--- config.mk ---
export PLATFORM = sky130hd
export DESIGN_NAME = fgb_div
export DESIGN_NICKNAME = d
export VERILOG_FILES = /design/src/rtl/core/fgb_pkg.sv /design/src/rtl/core/fgb_div.sv
export SDC_FILE = /design/constraint.sdc
export NUM_CORES = 1
export LEC_CHECK = 0
export ABC_AREA = 1
export BUFFER_PORTS_ARGS = -buffer_cell sky130_fd_sc_hd__buf_2
export CAP_MARGIN = 15
export CORE_ASPECT_RATIO = 0.9
export CORE_UTILIZATION = 55
export CTS_CLUSTER_SIZE = 10
export DETAILED_ROUTE_END_ITERATION = 12
export GPL_ROUTABILITY_DRIVEN = 1
export HOLD_SLACK_MARGIN = 0.03
export PLACE_DENSITY = 0.78
export SYNTH_ARGS = -nofsm -noshare
export SYNTH_HDL_FRONTEND = slang
export SYNTH_SLANG_ARGS = --single-unit
export TNS_END_PERCENT = 5
--- constraint.sdc ---
create_clock -name clk -period 2.75 [get_ports clk]
set_clock_uncertainty 0.2 [all_clocks]
set_input_delay 0.275 -clock clk [delete_from_list [all_inputs] [get_ports clk]]
set_output_delay 0.275 -clock clk [all_outputs]
set_load 0.005 [all_outputs]
--- src/rtl/core/fgb_pkg.sv ---
// Shared constants, codes and types for the feature grid bucketing block.
// No dependencies; fgb_count_ram, fgb_div and the top level refer to it by scoped names.
package fgb_pkg;

  localparam int CELLS        = 256;
  localparam int MAX_PER_CELL = 8;

  localparam int CELL_W  = $clog2(CELLS);
  localparam int SLOT_W  = $clog2(MAX_PER_CELL);
  localparam int CNT_W   = $clog2(MAX_PER_CELL + 1);
  localparam int SLOT_AW = CELL_W + SLOT_W;
  localparam int SLOTS   = CELLS * MAX_PER_CELL;

  localparam int PIX_W   = 12;
  localparam int COORD_W = 13;
  localparam int DIV_W   = 13;
  localparam int POS_W   = 12;
  localparam int TAG_W   = 16;
  localparam int ENTRY_W = POS_W + TAG_W;
  localparam int LIM_W   = 4;
  localparam int DRAIN_W = 8;

  localparam int CFG_IDX_W  = 3;
  localparam int CFG_DATA_W = 12;

  typedef logic [CFG_IDX_W-1:0] cfg_idx_t;
  localparam cfg_idx_t REG_CELL_WIDTH   = 3'd0;
  localparam cfg_idx_t REG_CELL_HEIGHT  = 3'd1;
  localparam cfg_idx_t REG_IMAGE_WIDTH  = 3'd2;
  localparam cfg_idx_t REG_IMAGE_HEIGHT = 3'd3;
  localparam cfg_idx_t REG_CELL_LIMIT   = 3'd4;

  localparam logic FUNC_ADD   = 1'b0;
  localparam logic FUNC_DRAIN = 1'b1;

  typedef struct packed {
    logic [POS_W-1:0] position;
    logic [TAG_W-1:0] tag;
  } entry_t;

  typedef struct packed {
    logic [CNT_W-1:0] with_depth;
    logic [CNT_W-1:0] no_depth;
  } cnt_pair_t;

  // request to the per-cell count store
  typedef struct packed {
    logic              rd;
    logic              wr;
    logic [CELL_W-1:0] addr;
    cnt_pair_t         wdata;
  } cnt_req_t;

endpackage

--- src/rtl/core/fgb_div.sv ---
// Restoring divider, one quotient bit per cycle.
// Depends on fgb_pkg for widths; divisor must be non-zero.
module fgb_div (
  input  logic                      clk,
  input  logic                      rst,
  input  logic                      start,
  input  logic [fgb_pkg::DIV_W-1:0] dividend,
  input  logic [fgb_pkg::PIX_W-1:0] divisor,
  output logic                      busy,
  output logic [fgb_pkg::DIV_W-1:0] quotient
);

  localparam int STEP_W = $clog2(fgb_pkg::DIV_W + 1);

  logic [fgb_pkg::DIV_W-1:0] rem;
  logic [fgb_pkg::DIV_W-1:0] dsr;
  logic [STEP_W-1:0]         steps;
  logic [fgb_pkg::DIV_W-1:0] shifted;
  logic                      fits;

  assign shifted = {rem[fgb_pkg::DIV_W-2:0], quotient[fgb_pkg::DIV_W-1]};
  assign fits    = shifted >= dsr;

  always_ff @(posedge clk) begin
    if (rst) begin
      busy  <= 1'b0;
      steps <= '0;
    end else if (start) begin
      busy  <= 1'b1;
      steps <= STEP_W'(fgb_pkg::DIV_W);
    end else if (busy) begin
      steps <= steps - 1'b1;
      if (steps == STEP_W'(1)) begin
        busy <= 1'b0;
      end
    end
  end

  always_ff @(posedge clk) begin
    if (start) begin
      rem      <= '0;
      dsr      <= fgb_pkg::DIV_W'(divisor);
      quotient <= dividend;
    end else if (busy) begin
      rem      <= fits ? shifted - dsr : shifted;
      quotient <= {quotient[fgb_pkg::DIV_W-2:0], fits};
    end
  end

endmodule

After elaboration in Yosys (flattened, before gate mapping)
Index checks and enable logic that the tools add are counted.

Register bits: 42. Bits of input ports: 28. Output and inout bits: 14. Logic and storage cells: 20.

Add/subtract/negate cells: 2. Order comparisons: 1. Equality and inequality tests: 1. Mux-type cells: 8. Reductions and logical operators: 2.

Operator list (number): $mux 13 (2); $ge 13x12->1 (1); $mux 12 (1); $sub 12x12->12 (1); $mux 4 (2); $eq 4x1->1 const B (1); $sub 4x1->4 const B (1); $mux 1 (3); $reduce_bool 2->1 (1); $reduce_or 2->1 (1).

Depth between registers and ports, before layout
Gate-level depths: netlist of the first run.

Depth in word-level cells: 4. Depth in mapped cells: 12. Depth with buffers taken out: 12.

Least setup slack after synthesis of the first run
OpenSTA, ideal clock, no wires.

Path kind: register to register. Start point: register quotient[12] (netlist bit). End point: register rem[6] (netlist bit). Data arrival time: 1.625 ns. Required time: 2.437 ns. Setup slack: 0.811 ns. Cell stages (with the launch flop): 12. Cell sequence: edfxtp_1 > inv_1 > ha_1 > fa_1 > inv_1 > nand3_1 > nand3_1 > nand2_1 > a21boi_0 > o21ai_0 > nand3_1 > nand2_1.

Cells in the longest elaborated chain, start to end: 2.

Ends and longest elaborated chain: start: declaration (line fgb_div.sv:10) `output logic [fgb_pkg::DIV_W-1:0] quotient`; start signal: assignment (line fgb_div.sv:43) `quotient <= dividend;`; start signal: assignment (line fgb_div.sv:46) `quotient <= {quotient[fgb_pkg::DIV_W-2:0], fits};`; $sub 12x12->12 / $ge 13x12->1 (equally long branches) (line fgb_div.sv:45, fgb_div.sv:22); $mux 12 * (line fgb_div.sv:45) `rem <= fits ? shifted - dsr : shifted;`; end signal: assignment (line fgb_div.sv:45); end: declaration (line fgb_div.sv:15) `logic [fgb_pkg::DIV_W-1:0] rem;`.

Mark *: on every way between the ends. The rest lies on a longest branch, timed or not. A chain may end at the register's enable or synchronous reset.

Final worst setup path of the first run
Start point: register rem[1] (netlist bit). End point: register quotient[0] (netlist bit) (data pin).

Cells in the longest elaborated chain, start to end: 3.

Ends and longest elaborated chain: $ge 13x12->1 (line fgb_div.sv:22) `assign fits = shifted >= dsr;`; $mux 13 (line fgb_div.sv:44) `end else if (busy) begin`; $mux 13 (line fgb_div.sv:40) `if (start) begin`.

No other way between the ends. The select of a mux whose other input is x is not followed.

==> flow_metrics.tcl, run 1 <==
set metrics [dict create \
    antenna_cells 0 \
    worstSetupPathType "flop to flop" \
    syn_area_per_cell_sq_um 7.548 \
    startpoint_type "flop" \
    worstSetupEndpoint "quotient[0]$_DFFE_PP_" \
    portBuffers 41 \
    drive_above_1_share 0.1688 \
    numCtsBuffers 5 \
    num_rows 22 \
    utilization 0.7128 \
    ys.flop_type "edfxtp_1" \
    ys_async_sr_fraction 0 \
    first_iter_violations 134 \
    max-cap-violations 0 \
    finalHoldViolCount 0 \
    clock_latency_ns 0.30 \
    synthCells 334 \
    min_path_type "primary input to flop" \
    reg2regPathDepth 9 \
    hpwl_um 3946 \
    syn-cell-area_sq_um 2521 \
    p_clk_frac 0.328 \
    crit_path_top_delay_cell "ha_1" \
    p_int_w 0.001084 \
    setup_viol 0 \
    status "finished, final reports clean" \
    track_usage 0.2566 \
    synth_edf_count 25 \
    synth.ff_latch_count 42 \
    worstPathMaxFanout 14 \
    min_period_over_period 0.8459 \
    r2r-end "quotient[0]$_DFFE_PP_" \
    max_freq_mhz 429.9 \
    arrival_ns 2.18 \
    ant_nets 0 \
    slew_violations 0 \
    path_common_cell "nand2_1" \
    grt_max_degree 21 \
    grt_pass1_wl_um 9252 \
    fin_setup_tns_ns 0 \
    synth_fp_nets 377 \
    design.core.area_sq_um 4239 \
    cts.sinks 42 \
    leakage_nw 1.564 \
    maxSlewHeadroom 0.4666 \
    peakVddDrop_v 0.0004091 \
    die_h_um 66.23 \
    drt-pass1-iter-count 4 \
    io_pins 42 \
    ys_warn_count 0 \
    clk_pin_slew_ns 0.07 \
    fillers 350 \
    gp_congestion 0.9065 \
    required_ns 2.61 \
    via_count 2242 \
    max_stage_delay_ns 0.38 \
    antenna_found_initial 0 \
    critPathLaunch "rem[1]$_SDFFE_PP0P_" \
    grt-ovfl-total 0 \
    start_util 0.5947 \
    wire_per_inst_um 12.17 \
    die-width_um 73.37 \
    fin_crit_ns 2.326 \
    routed_via_density 4.971 \
    dieArea_sq_um 4859 \
    rsz0062_at_grt "no" \
    htree_num_levels 2 \
    ys_types 31 \
    drc 0 \
    wl_um 5490 \
    crit_chain "ha_1 > nand2_1 > nand2_1 > nand2_1 > nand3_2 > nand2_2 > nand3_2 > nand2_1 > nand2_1" \
    sequentialPowerShare 0.515 \
    end_kind "flop" \
    cts_max_path_buffers 2 \
    power.density_nw_per_um2 474.1 \
    cts_setup_buffers 0 \
    regToRegSetupSlack_ns 0.42 \
    first_global_vias 2176 \
    cts_tree "built" \
    cts_root_buf "clkbuf_8" \
    yosysSeqAreaShare 0.4328 \
    nets 433 \
    area.growth.synth_to_final_pct 19.85 \
    combinationalPowerShare 0.157 \
    worst_pin_slew_ns 0.7972 \
    p_switching_w 0.0003491 \
    reg2reg_from "rem[1]$_SDFFE_PP0P_" \
    swShare 0.2437 \
]
## cells in the final DEF (no fill, tap or decap), types with 5 or more instances in the layout
cell type	n
nand2_1	123
inv_1	53
buf_2	41
edfxtp_1	25
nand3_1	23
nor2_1	17
dfxtp_1	17
nand4_1	14
ha_1	14
dlygate4sd3_1	13
nand3_2	5
xnor2_1	5
clkbuf_8	5
## critical path, delay by kind of cell, from the launching register on
kind	cells	cell delay, ns
flops	1	0.34
simple gates	8	1.17
fa+ha+maj	1	0.38
## worst min path at each step
stage | start | endpoint | slack, ns | cells after the start
finish | dividend[12] | quotient[12]$_DFFE_PP_ | 0.04 | 3
global route | dividend[8] | quotient[8]$_DFFE_PP_ | 0.04 | 3
CTS | dividend[12] | quotient[12]$_DFFE_PP_ | 0.04 | 3
detailed placement | divisor[10] | dsr[10]$_DFFE_PP_ | 0.25 | 1
global placement | divisor[9] | dsr[9]$_DFFE_PP_ | 0.25 | 1
floorplan | rst | steps[3]$_SDFFE_PP0P_ | 0.14 | 1
## cell usage after synthesis (2+ instances only)
cell type	count	share of area
nand2_1	123	0.18
inv_1	53	0.079
edfxtp_1	25	0.30
nand3_1	23	0.046
dfxtp_1	17	0.13
nor2_1	17	0.025
ha_1	14	0.069
nand4_1	14	0.035
nand3_2	5	0.020
xnor2_1	5	0.017
a21oi_1	4	0.0079
buf_2	4	0.0079
clkbuf_1	4	0.0060
o21ai_0	4	0.0079
inv_2	3	0.0045
nand2_2	3	0.0074
nor3_1	2	0.0040
## through the flow
step	power (W)	hold slack (ns)	cells	worst slack, ns	cell area, sq um
after floorplan	0.0008824	0.1444	334	0.8115	2521
after global placement	0.0009564	0.2509	430	0.5181	2785
after detailed placement	0.0009616	0.2536	430	0.4646	2785
after CTS	0.001445	0.04029	451	0.4547	3022
after global routing	0.001502	0.04397	451	0.2619	3022
final	0.001433	0.04400	451	0.4238	3022
## area by class of cell
cell class	instances	area (sq um)	share of cell area
timing repair buffer	58	365.4	0.1209
tap	60	75.07	0.02484
multi-input combinational	226	1170	0.3872
sequential	42	1091	0.3611
clock inverter	1	30.03	0.009938
clock buffer	7	76.32	0.02526
inverter	57	214.0	0.07081
## kinds of logic (layout without fill, tap and decap cells)
group | count (synthesis) | after routing | share of synthesized area
simple gates | 191 | 191 | 0.3325
fa+ha+maj | 15 | 15 | 0.07742
buf+inv | 66 | 123 | 0.1032
xor+xnor | 6 | 6 | 0.02084
flops | 42 | 42 | 0.4328
compound gates | 14 | 14 | 0.03325
## per-layer routing
layer  vias to the layer above  global-route usage  part of all wire
li1                       1167                   -                 -
met1                      1010              0.3398              0.48
met2                        51              0.4063              0.45
met3                        14             0.05945             0.048
met4                         0              0.1010             0.021
met5                         -                   0                 0
## sequential cells by signal, summed over array words and instances (netlist names)
name	cells
steps	4
rem	12
dsr	12
busy	1
quotient	13
## power by group through the flow
| stage | clock network, W | logic, W | registers (W) |
|---|---|---|---|
| floorplan | 0 | 0.000132 | 0.000751 |
| global placement | 0 | 0.000207 | 0.000749 |
| detailed placement | 0 | 0.000210 | 0.000752 |
| CTS | 0.000482 | 0.000225 | 0.000737 |
| global route | 0.000506 | 0.000255 | 0.000742 |
| finish | 0.000470 | 0.000225 | 0.000737 |
## repair_timing
| item | 4_1_cts | 5_1_grt |
|---|---|---|
| endpoints found under the hold margin | 14 | 0 |
| resized for setup | 0 | 0 |
| hold buffers | 13 | 0 |
Power figures use the tool's default switching activity.
==> run 2: changes to the inputs <==
==> constraint.sdc (replaced) <==
create_clock -name clk -period 2.4 [get_ports clk]
set_clock_uncertainty 0.2 [all_clocks]
set_input_delay 0.24 -clock clk [delete_from_list [all_inputs] [get_ports clk]]
set_output_delay 0.24 -clock clk [all_outputs]
set_load 0.005 [all_outputs]
==> run 2 against run 1 <==
Against the previous run:
- worst hold slack got worse by 0.0097 ns
- first-iteration DRC count rose by 7.5%
- flip-flop and latch count did not move
- register-to-register slack got worse by 0.25 ns
- clock power rose by 18%
- clock-buffer cell count fell by 2
- utilization rose by 2.3 points
- sequential share of layout area fell by 1.1 points
- power rose by 17%
- wire length rose by 7.9%
- cell count rose by 2.2%
==> flow_metrics.tcl, run 2 (synthesis results as in run 1) <==
set metrics [dict create \
    status "finished, final reports clean" \
    ant_nets 0 \
    critPathLaunch "quotient[12]$_DFFE_PP_" \
    design.core.area_sq_um 4239 \
    p_int_w 0.001247 \
    first_iter_violations 144 \
    worst_pin_slew_ns 0.5061 \
    worstSetupEndpoint "rem[6]$_SDFFE_PP0P_" \
    start_util 0.5947 \
    track_usage 0.2657 \
    grt-ovfl-total 0 \
    fin_ws_ns 0.1743 \
    num_rows 22 \
    swShare 0.2544 \
    cts_resized 0 \
    worstSetupPathType "flop to flop" \
    clock_latency_ns 0.29 \
    reg2reg_from "quotient[12]$_DFFE_PP_" \
    max_freq_mhz 449.3 \
    gp_congestion 0.9263 \
    power.density_nw_per_um2 536.1 \
    grt-busiest-layer "met2" \
    regToRegSetupSlack_ns 0.17 \
    crit_chain "inv_1 > ha_1 > fa_1 > inv_1 > nand3_1 > nand3_1 > nand2_1 > a21boi_0 > o21ai_0 > nand3_1 > nand2_1" \
    via_count 2305 \
    cts_root_buf "clkbuf_8" \
    p_switching_w 0.0004253 \
    grt_pass1_wl_um 9666 \
    largestRegisters "quotient (13), dsr (12), rem (12)" \
    multiInputGateArea_sq_um 1170 \
    combinationalPowerShare 0.164 \
    fillers 359 \
    sequentialPowerShare 0.505 \
    antenna_cells 0 \
    grt_max_degree 23 \
    dieArea_sq_um 4859 \
    first_global_vias 2161 \
    hpwl_um 4124 \
    io_pins 42 \
    reg2regPathDepth 11 \
    clk_pin_slew_ns 0.08 \
    p_clk_frac 0.331 \
    r2r-end "rem[6]$_SDFFE_PP0P_" \
    wire_per_inst_um 12.85 \
    portBuffers 41 \
    arrival_ns 2.21 \
    area.growth.synth_to_final_pct 23.72 \
    max_stage_delay_ns 0.42 \
    worstPathMaxFanout 3 \
    fin_setup_tns_ns 0 \
    pre_cts_ws_ns 0.2821 \
    die-width_um 73.37 \
    grt_use_met1 0.3501 \
    max-cap-violations 0 \
    maxSlewHeadroom 0.6623 \
    startpoint_type "flop" \
    antenna_found_initial 0 \
    wl_um 5923 \
    finalHoldViolCount 0 \
    leakage_nw 1.612 \
    slew_violations 0 \
    cp.depth 11 \
    fin_crit_ns 2.226 \
    end_kind "flop" \
    seq_area_sq_um 1091 \
    die_h_um 66.23 \
    cts.sinks 42 \
    crit_path_top_delay_cell "fa_1" \
    met2_usage 0.4502 \
    min_period_over_period 0.9274 \
    rsz0062_at_grt "no" \
    final_cell_mix "nand2_1 (123), inv_1 (53), buf_2 (41)" \
    cts_max_path_buffers 2 \
    setup_viol 0 \
    cts_setup_buffers 0 \
    crit_family "adder cells" \
    final_common_cell "nand2_1" \
    peakVddDrop_v 0.0005672 \
    path_common_cell "nand3_1" \
    top_register "quotient" \
    nets 443 \
    drive_above_1_share 0.1746 \
    fin_total_pwr_w 0.001672 \
    numCtsBuffers 5 \
    cts_tree "built" \
    min_path_type "primary input to flop" \
    drt-pass1-iter-count 6 \
    htree_num_levels 2 \
    grtUsageMet3 0.04726 \
    routed_via_density 5.000 \
    critPathBufInv 2 \
    drc 0 \
    required_ns 2.39 \
    largest_reg_flops 13 \
]
-- run 2: power by group through the flow --
stage | clock network, W | registers, W | logic (W)
floorplan | 0 | 0.000860 | 0.000151
global placement | 0 | 0.000859 | 0.000236
detailed placement | 0 | 0.000861 | 0.000244
CTS | 0.000563 | 0.000845 | 0.000272
global route | 0.000591 | 0.000850 | 0.000307
finish | 0.000553 | 0.000845 | 0.000275
-- run 2: repair_timing --
item / in CTS / in global routing
endpoints found under the hold margin: 22 / 0
setup endpoints to repair: 0 / 0
hold buffers: 21 / 0
-- run 2: per-layer routing --
| layer | routed length [um] | vias to the layer above |
|---|---|---|
| met5 | 0 | - |
| met4 | 64 | 0 |
| met3 | 308 | 6 |
| met2 | 2837 | 66 |
| met1 | 2713 | 1044 |
| li1 | - | 1189 |
-- run 2: worst min path at each step --
stage / start / endpoint / slack, ns / cells past startpoint
detailed placement: divisor[4] / dsr[4]$_DFFE_PP_ / 0.22 / 1
global placement: divisor[7] / dsr[7]$_DFFE_PP_ / 0.22 / 1
finish: dividend[0] / quotient[0]$_DFFE_PP_ / 0.03 / 3
global route: dividend[2] / quotient[2]$_DFFE_PP_ / 0.04 / 3
CTS: dividend[2] / quotient[2]$_DFFE_PP_ / 0.03 / 3
floorplan: rst / steps[3]$_SDFFE_PP0P_ / 0.11 / 1
-- run 2: final cells by class --
cell class	instances	area share
clock buffer	5	0.02206
timing repair buffer	68	0.1476
inverter	57	0.06859
multi-input combinational	226	0.3750
tap	60	0.02407
clock inverter	3	0.01284
sequential	42	0.3498
-- run 2: worst register-to-register path, delay by kind of cell, from the launching register on --
| family | cells | cell delay (ns) |
|---|---|---|
| adder cells (fa/ha/maj) | 2 | 0.65 |
| buffers and inverters | 2 | 0.16 |
| AO/OA/AOI/OAI | 2 | 0.30 |
| AND/OR/NAND/NOR | 5 | 0.47 |
| flip-flops | 1 | 0.35 |
-- run 2: metrics by stage --
stage	area [sq um]	hold slack (ns)	instances	utilization
global route	3119	0.03932	461	0.7358
finish	3119	0.03428	461	0.7358
global placement	2800	0.2162	432	0.6606
CTS	3119	0.03163	461	0.7358
detailed placement	2800	0.2183	432	0.6606
floorplan	2521	0.1094	334	-
